`src/pllm_pkg.sv`:
```
// Shared types and constants for the pooled linked list manager.
package pllm_pkg;

    localparam int CAPACITY_DEF    = 16;
    localparam int VALUE_WIDTH_DEF = 32;

    localparam int CMD_W    = 3;
    localparam int DATA_W   = 32;
    localparam int CUR_W    = 4;
    localparam int STATUS_W = 2;
    localparam int COUNT_W  = 5;

    // Slave-side tdata layout, lowest bit first
    localparam int S_CMD_LSB  = 0;
    localparam int S_DATA_LSB = S_CMD_LSB + CMD_W;
    localparam int S_CUR_LSB  = S_DATA_LSB + DATA_W;
    localparam int S_HEAD_BIT = S_CUR_LSB + CUR_W;
    localparam int S_USED_W   = S_HEAD_BIT + 1;
    localparam int S_TDATA_W  = ((S_USED_W + 7) / 8) * 8;

    // Master-side tdata layout, lowest bit first
    localparam int M_STATUS_LSB = 0;
    localparam int M_VALUE_LSB  = M_STATUS_LSB + STATUS_W;
    localparam int M_CUR_LSB    = M_VALUE_LSB + DATA_W;
    localparam int M_HEAD_BIT   = M_CUR_LSB + CUR_W;
    localparam int M_COUNT_LSB  = M_HEAD_BIT + 1;
    localparam int M_EMPTY_BIT  = M_COUNT_LSB + COUNT_W;
    localparam int M_USED_W     = M_EMPTY_BIT + 1;
    localparam int M_TDATA_W    = ((M_USED_W + 7) / 8) * 8;

    typedef enum logic [CMD_W-1:0] {
        CMD_PUSH_FRONT = 3'd0,
        CMD_PUSH_BACK  = 3'd1,
        CMD_READ       = 3'd2,
        CMD_WRITE      = 3'd3,
        CMD_ADVANCE    = 3'd4,
        CMD_INSERT     = 3'd5,
        CMD_REMOVE     = 3'd6,
        CMD_END        = 3'd7
    } t_cmd;

    typedef enum logic [STATUS_W-1:0] {
        ST_OK      = 2'd0,
        ST_FULL    = 2'd1,
        ST_NO_ELEM = 2'd2
    } t_status;

    typedef struct packed {
        t_cmd                     command;
        logic signed [DATA_W-1:0] data_value;
        logic [CUR_W-1:0]         cursor_index;
        logic                     cursor_at_head;
    } t_req;

    typedef struct packed {
        t_status                  status;
        logic signed [DATA_W-1:0] read_value;
        logic [CUR_W-1:0]         new_cursor_index;
        logic                     new_cursor_at_head;
        logic [COUNT_W-1:0]       element_count;
        logic                     list_empty;
    } t_rsp;

endpackage

```
`src/pllm_pool.sv`:
```
// Entry pool with link and value register files, list pointers and command execution.
module pllm_pool
    import pllm_pkg::*;
#(
    parameter int CAPACITY    = CAPACITY_DEF,
    parameter int VALUE_WIDTH = VALUE_WIDTH_DEF
) (
    input  logic i_clk,
    input  logic i_rst_n,
    input  logic i_req_valid,
    input  t_req i_req,
    output t_rsp o_rsp
);

    localparam int IW = $clog2(CAPACITY);
    localparam int PW = $clog2(CAPACITY + 1);
    localparam logic [PW-1:0] NULL_PTR = PW'(CAPACITY);

    typedef logic [PW-1:0] t_ptr;

    t_ptr                   r_link [CAPACITY];
    logic [VALUE_WIDTH-1:0] r_value [CAPACITY];
    t_ptr                   r_head;
    t_ptr                   r_tail;
    t_ptr                   r_free;
    t_ptr                   r_count;

    t_ptr n_head;
    t_ptr n_tail;
    t_ptr n_free;
    t_ptr n_count;

    logic          wa_en;
    logic [IW-1:0] wa_idx;
    t_ptr          wa_data;
    logic          wb_en;
    logic [IW-1:0] wb_idx;
    t_ptr          wb_data;
    logic                   vw_en;
    logic [IW-1:0]          vw_idx;
    logic [VALUE_WIDTH-1:0] val;

    t_cmd          cmd;
    logic          at_head;
    logic          bad;
    logic [IW-1:0] pidx;
    t_ptr          prev_ptr;
    t_ptr          el;
    logic          el_null;
    logic [IW-1:0] el_idx;
    t_ptr          link_el;
    logic          free_null;
    logic [IW-1:0] new_idx;
    t_ptr          free_next;
    t_ptr          ins_el;
    logic          tail_null;

    t_status               status;
    logic [DATA_W-1:0]     rv;
    logic [CUR_W-1:0]      oi;
    logic                  oh;

    assign cmd       = i_req.command;
    assign at_head   = i_req.cursor_at_head;
    assign bad       = !at_head && (int'(i_req.cursor_index) >= CAPACITY);
    assign pidx      = IW'(i_req.cursor_index);
    assign prev_ptr  = at_head ? NULL_PTR : PW'(pidx);
    assign val       = VALUE_WIDTH'($unsigned(i_req.data_value));

    assign el        = at_head ? r_head : r_link[pidx];
    assign el_null   = (el >= NULL_PTR);
    assign el_idx    = el[IW-1:0];
    assign link_el   = r_link[el_idx];

    assign free_null = (r_free >= NULL_PTR);
    assign new_idx   = r_free[IW-1:0];
    assign free_next = r_link[new_idx];
    assign tail_null = (r_tail >= NULL_PTR);

    // The freshly taken entry reads as null when the cursor sits on it
    assign ins_el = at_head ? r_head : ((pidx == new_idx) ? NULL_PTR : r_link[pidx]);

    always_comb begin
        n_head  = r_head;
        n_tail  = r_tail;
        n_free  = r_free;
        n_count = r_count;
        wa_en   = 1'b0;
        wa_idx  = '0;
        wa_data = NULL_PTR;
        wb_en   = 1'b0;
        wb_idx  = '0;
        wb_data = NULL_PTR;
        vw_en   = 1'b0;
        vw_idx  = new_idx;
        status  = ST_OK;
        rv      = '0;
        oi      = at_head ? '0 : i_req.cursor_index;
        oh      = at_head;

        if (bad && (cmd inside {[CMD_READ:CMD_REMOVE]})) begin
            status = ST_NO_ELEM;
        end else begin
            case (cmd)
                CMD_PUSH_FRONT: begin
                    if (free_null) begin
                        status = ST_FULL;
                    end else begin
                        n_free  = free_next;
                        wb_en   = 1'b1;
                        wb_idx  = new_idx;
                        wb_data = r_head;
                        n_head  = r_free;
                        if (r_count == '0) begin
                            n_tail = r_free;
                        end
                        vw_en = 1'b1;
                        if (r_count < NULL_PTR) begin
                            n_count = r_count + 1'b1;
                        end
                    end
                end
                CMD_PUSH_BACK: begin
                    if (free_null) begin
                        status = ST_FULL;
                    end else begin
                        n_free  = free_next;
                        wa_en   = 1'b1;
                        wa_idx  = new_idx;
                        wa_data = NULL_PTR;
                        // Tail link write wins when the tail names the taken entry
                        if (!tail_null) begin
                            wb_en   = 1'b1;
                            wb_idx  = r_tail[IW-1:0];
                            wb_data = r_free;
                        end else begin
                            n_head = r_free;
                        end
                        n_tail = r_free;
                        vw_en  = 1'b1;
                        if (r_count < NULL_PTR) begin
                            n_count = r_count + 1'b1;
                        end
                    end
                end
                CMD_READ: begin
                    if (el_null) begin
                        status = ST_NO_ELEM;
                    end else begin
                        rv = DATA_W'(r_value[el_idx]);
                    end
                end
                CMD_WRITE: begin
                    if (el_null) begin
                        status = ST_NO_ELEM;
                    end else begin
                        vw_en  = 1'b1;
                        vw_idx = el_idx;
                    end
                end
                CMD_ADVANCE: begin
                    if (el_null) begin
                        status = ST_NO_ELEM;
                        oi     = '0;
                        oh     = 1'b1;
                    end else begin
                        oi = CUR_W'(el);
                        oh = 1'b0;
                    end
                end
                CMD_INSERT: begin
                    if (free_null) begin
                        status = ST_FULL;
                    end else begin
                        n_free = free_next;
                        if (prev_ptr == r_tail) begin
                            n_tail = r_free;
                        end
                        if (at_head) begin
                            n_head = r_free;
                        end else begin
                            wa_en   = 1'b1;
                            wa_idx  = pidx;
                            wa_data = r_free;
                        end
                        wb_en   = 1'b1;
                        wb_idx  = new_idx;
                        wb_data = ins_el;
                        vw_en   = 1'b1;
                        if (r_count < NULL_PTR) begin
                            n_count = r_count + 1'b1;
                        end
                        oi = CUR_W'(r_free);
                        oh = 1'b0;
                    end
                end
                CMD_REMOVE: begin
                    if (el_null) begin
                        status = ST_NO_ELEM;
                    end else begin
                        if (el == r_tail) begin
                            n_tail = prev_ptr;
                        end
                        if (at_head) begin
                            n_head = link_el;
                        end else begin
                            wa_en   = 1'b1;
                            wa_idx  = pidx;
                            wa_data = link_el;
                        end
                        // Return the entry to the front of the free chain
                        wb_en   = 1'b1;
                        wb_idx  = el_idx;
                        wb_data = r_free;
                        n_free  = el;
                        if (r_count != '0) begin
                            n_count = r_count - 1'b1;
                        end
                    end
                end
                CMD_END: begin
                    if (tail_null) begin
                        oi = '0;
                        oh = 1'b1;
                    end else begin
                        oi = CUR_W'(r_tail);
                        oh = 1'b0;
                    end
                end
                default: begin
                    status = ST_OK;
                end
            endcase
        end
    end

    always_comb begin
        o_rsp.status             = status;
        o_rsp.read_value         = rv;
        o_rsp.new_cursor_index   = oi;
        o_rsp.new_cursor_at_head = oh;
        o_rsp.element_count      = COUNT_W'(n_count);
        o_rsp.list_empty         = (n_count == '0);
    end

    always_ff @(posedge i_clk) begin
        if (!i_rst_n) begin
            for (int i = 0; i < CAPACITY; i++) begin
                r_link[i] <= (i == 0) ? NULL_PTR : PW'(i - 1);
            end
            r_head  <= NULL_PTR;
            r_tail  <= NULL_PTR;
            r_free  <= PW'(CAPACITY - 1);
            r_count <= '0;
        end else if (i_req_valid) begin
            if (wa_en) begin
                r_link[wa_idx] <= wa_data;
            end
            if (wb_en) begin
                r_link[wb_idx] <= wb_data;
            end
            r_head  <= n_head;
            r_tail  <= n_tail;
            r_free  <= n_free;
            r_count <= n_count;
        end
    end

    always_ff @(posedge i_clk) begin
        if (i_req_valid && vw_en) begin
            r_value[vw_idx] <= val;
        end
    end

endmodule

```
`src/pooled_linked_list_manager_top.sv`:
```
// Top level of the pooled linked list manager: stream ports, command and result registers.
//
//  Channel   Direction  Handshake                            Payload
//  s_axis    in         i_s_axis_tvalid / o_s_axis_tready    one list command
//  m_axis    out        o_m_axis_tvalid / i_m_axis_tready    one result per command
//
// One command per cycle while m_axis is ready; each result is registered on execution.
// Each command is a read-modify-write of the register-file pool and
// the head, tail, free and count registers between the command and result registers.
// Synchronous active-low reset rebuilds the descending free chain.
// A stalled result holds in the output register; the command register still fills,
// so o_s_axis_tready drops only when both registers hold a transaction.
module pooled_linked_list_manager_top
    import pllm_pkg::*;
#(
    parameter int CAPACITY    = CAPACITY_DEF,
    parameter int VALUE_WIDTH = VALUE_WIDTH_DEF
) (
    input  logic                 i_clk,
    input  logic                 i_rst_n,
    input  logic                 i_s_axis_tvalid,
    output logic                 o_s_axis_tready,
    // command[2:0], data_value[34:3], cursor_index[38:35], cursor_at_head[39]
    input  logic [S_TDATA_W-1:0] i_s_axis_tdata,
    output logic                 o_m_axis_tvalid,
    input  logic                 i_m_axis_tready,
    // status[1:0], read_value[33:2], new_cursor_index[37:34], new_cursor_at_head[38],
    // element_count[43:39], list_empty[44], zero fill above
    output logic [M_TDATA_W-1:0] o_m_axis_tdata
);

    logic r_in_valid;
    t_req r_in;
    logic r_out_valid;
    t_rsp r_rsp;

    logic advance;
    logic in_take;
    t_rsp rsp;

    assign advance         = r_in_valid && (!r_out_valid || i_m_axis_tready);
    assign o_s_axis_tready = !r_in_valid || advance;
    assign in_take         = i_s_axis_tvalid && o_s_axis_tready;

    pllm_pool #(
        .CAPACITY    (CAPACITY),
        .VALUE_WIDTH (VALUE_WIDTH)
    ) u_pool (
        .i_clk       (i_clk),
        .i_rst_n     (i_rst_n),
        .i_req_valid (advance),
        .i_req       (r_in),
        .o_rsp       (rsp)
    );

    always_ff @(posedge i_clk) begin
        if (!i_rst_n) begin
            r_in_valid  <= 1'b0;
            r_out_valid <= 1'b0;
        end else begin
            if (in_take) begin
                r_in_valid <= 1'b1;
            end else if (advance) begin
                r_in_valid <= 1'b0;
            end
            if (advance) begin
                r_out_valid <= 1'b1;
            end else if (i_m_axis_tready) begin
                r_out_valid <= 1'b0;
            end
        end
    end

    always_ff @(posedge i_clk) begin
        if (in_take) begin
            r_in.command        <= t_cmd'(i_s_axis_tdata[S_CMD_LSB +: CMD_W]);
            r_in.data_value     <= i_s_axis_tdata[S_DATA_LSB +: DATA_W];
            r_in.cursor_index   <= i_s_axis_tdata[S_CUR_LSB +: CUR_W];
            r_in.cursor_at_head <= i_s_axis_tdata[S_HEAD_BIT];
        end
        if (advance) begin
            r_rsp <= rsp;
        end
    end

    assign o_m_axis_tvalid = r_out_valid;

    always_comb begin
        o_m_axis_tdata                               = '0;
        o_m_axis_tdata[M_STATUS_LSB +: STATUS_W]     = r_rsp.status;
        o_m_axis_tdata[M_VALUE_LSB +: DATA_W]        = r_rsp.read_value;
        o_m_axis_tdata[M_CUR_LSB +: CUR_W]           = r_rsp.new_cursor_index;
        o_m_axis_tdata[M_HEAD_BIT]                   = r_rsp.new_cursor_at_head;
        o_m_axis_tdata[M_COUNT_LSB +: COUNT_W]       = r_rsp.element_count;
        o_m_axis_tdata[M_EMPTY_BIT]                  = r_rsp.list_empty;
    end

    a_empty_matches_count: assert property (@(posedge i_clk) disable iff (!i_rst_n)
        r_out_valid |-> (r_rsp.list_empty == (r_rsp.element_count == '0)))
        else $error("list_empty disagrees with element_count");

    a_head_cursor_zero: assert property (@(posedge i_clk) disable iff (!i_rst_n)
        (r_out_valid && r_rsp.new_cursor_at_head) |-> (r_rsp.new_cursor_index == '0))
        else $error("head cursor returned with nonzero index");

    a_command_completes: assert property (@(posedge i_clk) disable iff (!i_rst_n)
        advance |=> (r_out_valid && (r_rsp == $past(rsp))))
        else $error("executed command did not land in the result register");

    a_no_loss_on_stall: assert property (@(posedge i_clk) disable iff (!i_rst_n)
        (r_in_valid && !advance) |=> r_in_valid)
        else $error("pending command dropped while output stalled");

endmodule
```
`config.mk`:
```
export PLATFORM = sky130hd
export DESIGN_NAME = pooled_linked_list_manager_top
export DESIGN_NICKNAME = d
export VERILOG_FILES = /design/src/pllm_pkg.sv /design/src/pllm_pool.sv /design/src/pooled_linked_list_manager_top.sv
export SDC_FILE = /design/constraint.sdc
export NUM_CORES = 1
export LEC_CHECK = 0
export BUFFER_PORTS_ARGS = -buffer_cell sky130_fd_sc_hd__buf_2
export CORE_UTILIZATION = 56
export DETAILED_ROUTE_END_ITERATION = 16
export HOLD_SLACK_MARGIN = 0.1
export PLACE_DENSITY = 0.76
export SLEW_MARGIN = 15
export SYNTH_ARGS = -nofsm -noshare
export SYNTH_HDL_FRONTEND = slang
export SYNTH_SLANG_ARGS = --single-unit
```
`constraint.sdc`:
```
create_clock -name i_clk -period 4.3 [get_ports i_clk]
set_input_delay 0.215 -clock i_clk [delete_from_list [all_inputs] [get_ports i_clk]]
set_output_delay 0.215 -clock i_clk [all_outputs]
set_load 0.005 [all_outputs]
```
* Word level (Yosys, flattened, before mapping)
Memory sizes are Yosys's and may differ from the RTL's. A register that Yosys moved wholly into a read port is not among the register bits. Index checks and enable logic that the tools add are counted.
Word-level totals: register bits after elaboration 75, memory bits (writable) 592, input bits 44, logic and storage cells 161, memories 2
Memories:
- u_pool.r_value | words 16, width 32, rd ports 1, clocked after memory_dff 1, wr ports 1, line pllm_pool.sv:22 | logic [VALUE_WIDTH-1:0] r_value [CAPACITY];
- u_pool.r_link | words 16, width 5, rd ports 3, clocked after memory_dff 2, wr ports 16, line pllm_pool.sv:21 | t_ptr r_link [CAPACITY];
Operators by class: add/subtract/negate cells 2, order comparisons 4, equality and inequality tests 21, multiplexer cells 92, bitwise logic cells 1, reductions and logical operators 24
Operators with widths (number):
- 5-bit two-way mux | 34
- 4-bit two-way mux | 15
- 5-bit one-hot mux with 4 select lines | 3
- 4-bit one-hot mux with 3 select lines | 3
- 5-bit one-hot mux with 2 select lines | 3
- 1-bit two-way mux | 28
- 9-bit AND reduction | 2
- 5-bit greater-or-equal comparator, second input constant | 3
- 2-bit inequality test, second input constant | 7
- 3-bit equality test, second input constant | 4
- 5-bit equality test | 2
- 5-bit zero test | 2
- 5-bit OR reduction | 2
- 1-bit one-hot mux with 3 select lines | 3
- 2-bit by 1-bit inequality test with 1-bit output, second input constant | 4
- 3-bit by 2-bit equality test with 1-bit output, second input constant | 2
- 2-bit nonzero test | 3
- 5-bit by 1-bit adder with 5-bit output, second input constant | 1
- 5-bit less-than comparator, second input constant | 1
- 5-bit nonzero test | 1
- 5-bit by 1-bit subtractor with 5-bit output, second input constant | 1
- 4-bit equality test | 1
- 2-bit one-hot mux with 2 select lines | 1
- 4-bit AND reduction | 1
- other kinds (12) | 17

* Logic depth before layout (Yosys ltp)
depth after elaboration 10, depth in mapped cells 15, gate-level depth less buffers 10

* Hierarchy
Synthesis repeated with hierarchy kept, for this count alone.
Second synthesis, totals: cell total of the unflattened synthesis 2549, area total of the unflattened synthesis 31089.8 um^2
Modules (own cells, without submodules):
- pllm_pool | instances 1, cells an instance 2451, area an instance 28407.2 um^2, sequential area each 18257.5 um^2
- pooled_linked_list_manager_top | instances 1, cells an instance 98, area an instance 2682.6 um^2, sequential area each 2592.5 um^2

* Worst setup path after synthesis
Ideal clock, no wire load.
kind register -> register, start point reg with a tool-made name, end point mem u_pool.r_value[12][0] (netlist bit), enable pin, library setup time 0.421 ns, data arrival time 4.060 ns, data required time 3.879 ns, setup slack -0.181 ns, cell stages (with the launch flop) 12, path buffers 2, cells stage by stage dfxtp_1 buf_6 mux4_2 a222oi_1 o31a_1 buf_2 nor3b_2 mux2i_1 nand2_1 o21ai_0 nand2_1 nor2_1
RTL lines (line):
- to (decl) | pllm_pool.sv:22

==> impl_metrics.py <==
metrics = {
    "clocking": {
        "tritoncts": "done",
        "clk_latency_ps": 640,
        "clockRootBuffer": "clkbuf_16",
        "cts_buffer_depth": 3,
        "clock_sinks": 707,
        "htreeDepth": 3,
        "cts_setup_buffers": 0,
        "numCtsBuffers": 73,
        "path_clk_slew_ps": 60,
    },
    "place": {
        "portBuffers": 90,
        "placed_cells": 3303,
        "gp_congestion": 1.01,
        "dpl.hpwl_mm": 53.9,
    },
    "sta": {
        "setup_viol": 0,
        "hold_viol_final": 0,
        "fmax_mhz": 253,
        "fin_tns_setup_ps": 0,
        "rsz0062_at_grt": "no",
        "fin_crit_ps": 3950,
        "relSlewSlack": 0.331,
        "tightest_slew_ps": 1000,
        "final_max_slew_viol_count": 0,
        "skew_ps": 44.5,
        "period_share": 0.919,
    },
    "worst_setup_path": {
        "critPathMostFrequentCell": "buf_4",
        "crit_chain": "buf_4 > mux4_1 > a22oi_1 > o221a_4 > buf_12 > buf_4 > nand2_1 > and3_1 > a311oi_1 > a31oi_1 > o22ai_1",
        "critPathLaunchType": "flop",
        "max_stage_delay_ps": 580,
        "end_kind": "flop",
        "arrival_ps": 4380,
        "cp_max_fo": 57,
        "path_delay_family": "compound AO/OA/AOI/OAI gates",
        "worstSetupPathType": "flop to flop",
        "critPathBufInv": 3,
        "slowest_stage": "mux4_1",
        "required_ps": 4730,
        "rrSetupSlack_ps": 350,
    },
    "route": {
        "antenna_left": 0,
        "routed_wl_mm": 88.4,
        "routed-via-count": 22600,
        "wl_per_cell_um": 25.4,
        "drtIter0Drc": 3271,
        "drtPass1Iterations": 6,
        "drc_errors": 0,
        "viasPerCell": 6.52,
    },
    "die": {
        "die_area_um2": 56800,
        "ioPinCount": 94,
        "core-area_um2": 55200,
        "start_util": 0.567,
        "die_h_um": 238,
        "die_x_um": 238,
        "fp-row-count": 86,
    },
    "synth": {
        "yosys_warnings": 0,
        "synth_area_um2": 31300,
        "ys_ff_latch": 707,
        "yosysTopAreaCell": "edfxtp_1",
        "synthArstFlopShare": 0,
        "synthTopCellsByArea": "edfxtp_1 (65%), nand2_1 (7.8%), mux4_2 (2.8%)",
        "yosysTopAreaCellShare": 0.650,
        "synth_cell_types": 85,
        "postSynthAreaPerCell_um2": 12.3,
        "yosysSeqAreaShare": 0.669,
        "synth_enable_flop_cells": 677,
        "ys.flop_type": "edfxtp_1",
        "postSynthCellCount": 2534,
    },
    "run": {
        "drv_cap": 0,
    },
    "layout": {
        "final_common_cell": "edfxtp_1",
        "antenna_cells": 0,
        "fin_cells": 3475,
        "mostFrequentLayoutCells": "edfxtp_1 (677), nand2_1 (644), nand3_1 (163)",
        "layout-area-overhead-vs-synth_pct": 15.0,
        "fill_cells": 3890,
        "nNetsFinal": 2720,
        "drive_gt1_frac": 0.145,
    },
    "grt": {
        "grt_pass1_wl_mm": 132,
        "antenna_found_initial": 1,
        "grt_util_all_layers": 0.310,
        "grt_pass1_vias": 21800,
        "grt_max_degree": 133,
        "overflow": 0,
    },
    "status": {
        "status": "complete, no violations",
    },
    "pwr": {
        "leakagePower_nw": 12.5,
        "p_int_mw": 11.9,
        "pwr-share-clk": 0.382,
        "cellPowerDensity_nw_per_um2": 445,
        "swShare": 0.257,
        "ir_worst_vdd_mv": 0.345,
        "combPwrFrac": 0.130,
        "pwr-share-seq": 0.488,
        "power_switching_mw": 4.13,
    },
    "hold_path": {
        "hold_class": "primary input to flop",
    },
}
metal layers:
metal	wire length, µm	vias to the layer above	GRT usage
met5	10	-	0
met2	41700	1526	0.494
met1	33300	11000	0.410
met3	9580	267	0.0666
li1	-	9883	-
met4	3770	2	0.143
cell usage after synthesis, types with 4 or more instances:
library cell    n
edfxtp_1      677
nand2_1       647
nand3_1       163
clkbuf_1      129
nor2_1         86
o22ai_1        78
a31oi_1        72
a311oi_1       68
and3_1         68
a21oi_1        63
mux4_2         39
o21ai_0        36
a22oi_1        35
dfxtp_1        30
mux2i_1        30
a22o_1         24
buf_2          23
nor2b_1        23
inv_1          20
buf_1          16
mux2_2         14
nand2b_1       12
a221oi_1       11
and2_1         10
nor3_1          9
buf_4           8
xnor2_1         8
nand4_1         7
a211oi_1        6
a32oi_1         6
o211ai_1        6
a21o_1          5
buf_6           5
o2bb2ai_1       5
xor2_1          5
nand3b_1        4
nor4_1          4
o211a_1         4
o31ai_1         4
or3_1           4
sequential cells by signal, indices dropped and copies added (netlist names), named ones only:
register and count:
u_pool.r_link 80, o_m_axis_tdata 45, o_m_axis_tvalid 1, u_pool.r_count 5
u_pool.r_free 5, r_in 40, u_pool.r_value 512, u_pool.r_tail 5
u_pool.r_head 5, r_in_valid 1
power by group through the flow:
stage	Clock, mW	Combinational, mW	Sequential [mW]
floorplan	0	1.38	7.88
global placement	0	1.96	7.96
detailed placement	0	2.01	7.97
CTS	6.15	2.05	7.82
global route	6.43	2.23	7.84
finish	6.12	2.08	7.83
kinds of logic after synthesis:
| kind of cell | Yosys count | share of synthesized area |
|---|---|---|
| multiplexers | 84 | 0.0436 |
| flip-flops | 707 | 0.669 |
| XOR/XNOR | 13 | 0.00364 |
| buffers and inverters | 205 | 0.0280 |
| other | 1 | 0.000120 |
| AND/OR/NAND/NOR | 1048 | 0.145 |
| adder cells (fa/ha/maj) | 2 | 0.000800 |
| AO/OA/AOI/OAI | 474 | 0.110 |
worst paths after layout:
path | from | endpoint | cells past startpoint
min reg2reg | r_in_valid | o_m_axis_tvalid | 1
max | flop | o_m_axis_tdata[8] | 11
max reg2reg | flop | o_m_axis_tdata[8] | 11
min | i_s_axis_tdata[14] | r_in[16] | 2
timing repair:
action | CTS | global route
hold buffers | 44 | 0
gates resized for setup | 0 | 0
endpoints found under the hold margin | 46 | 0
worst register-to-register path, stage by stage, from the launching register on:
cell	delay [ps]
dfxtp_1	300
buf_4	300
mux4_1	590
a22oi_1	570
o221a_4	480
buf_12	300
buf_4	370
nand2_1	80
and3_1	160
a311oi_1	310
a31oi_1	80
o22ai_1	220
layout make-up:
type / instances / area [µm²] / area share
sequential: 707 / 20900 / 0.581
inverter: 23 / 86.3 / 0.00240
timing repair buffer: 245 / 2100 / 0.0583
clock buffer: 88 / 1930 / 0.0535
tap: 748 / 936 / 0.0260
multi-input combinational: 1624 / 9650 / 0.268
clock inverter: 40 / 367 / 0.0102
metrics by stage:
stage	utilization	hold slack, ps	setup WS [ps]	power (mW)	cell area [µm²]
2_1_floorplan	-	314	-181	9.27	31300
3_3_place_gp	0.603	391	420	9.92	33300
3_5_place_dp	0.603	393	466	9.97	33300
4_1_cts	0.652	263	436	16.0	36000
5_1_grt	0.652	279	226	16.5	36000
6_report	0.652	285	347	16.0	36000
(Power assumes the default switching activity.)
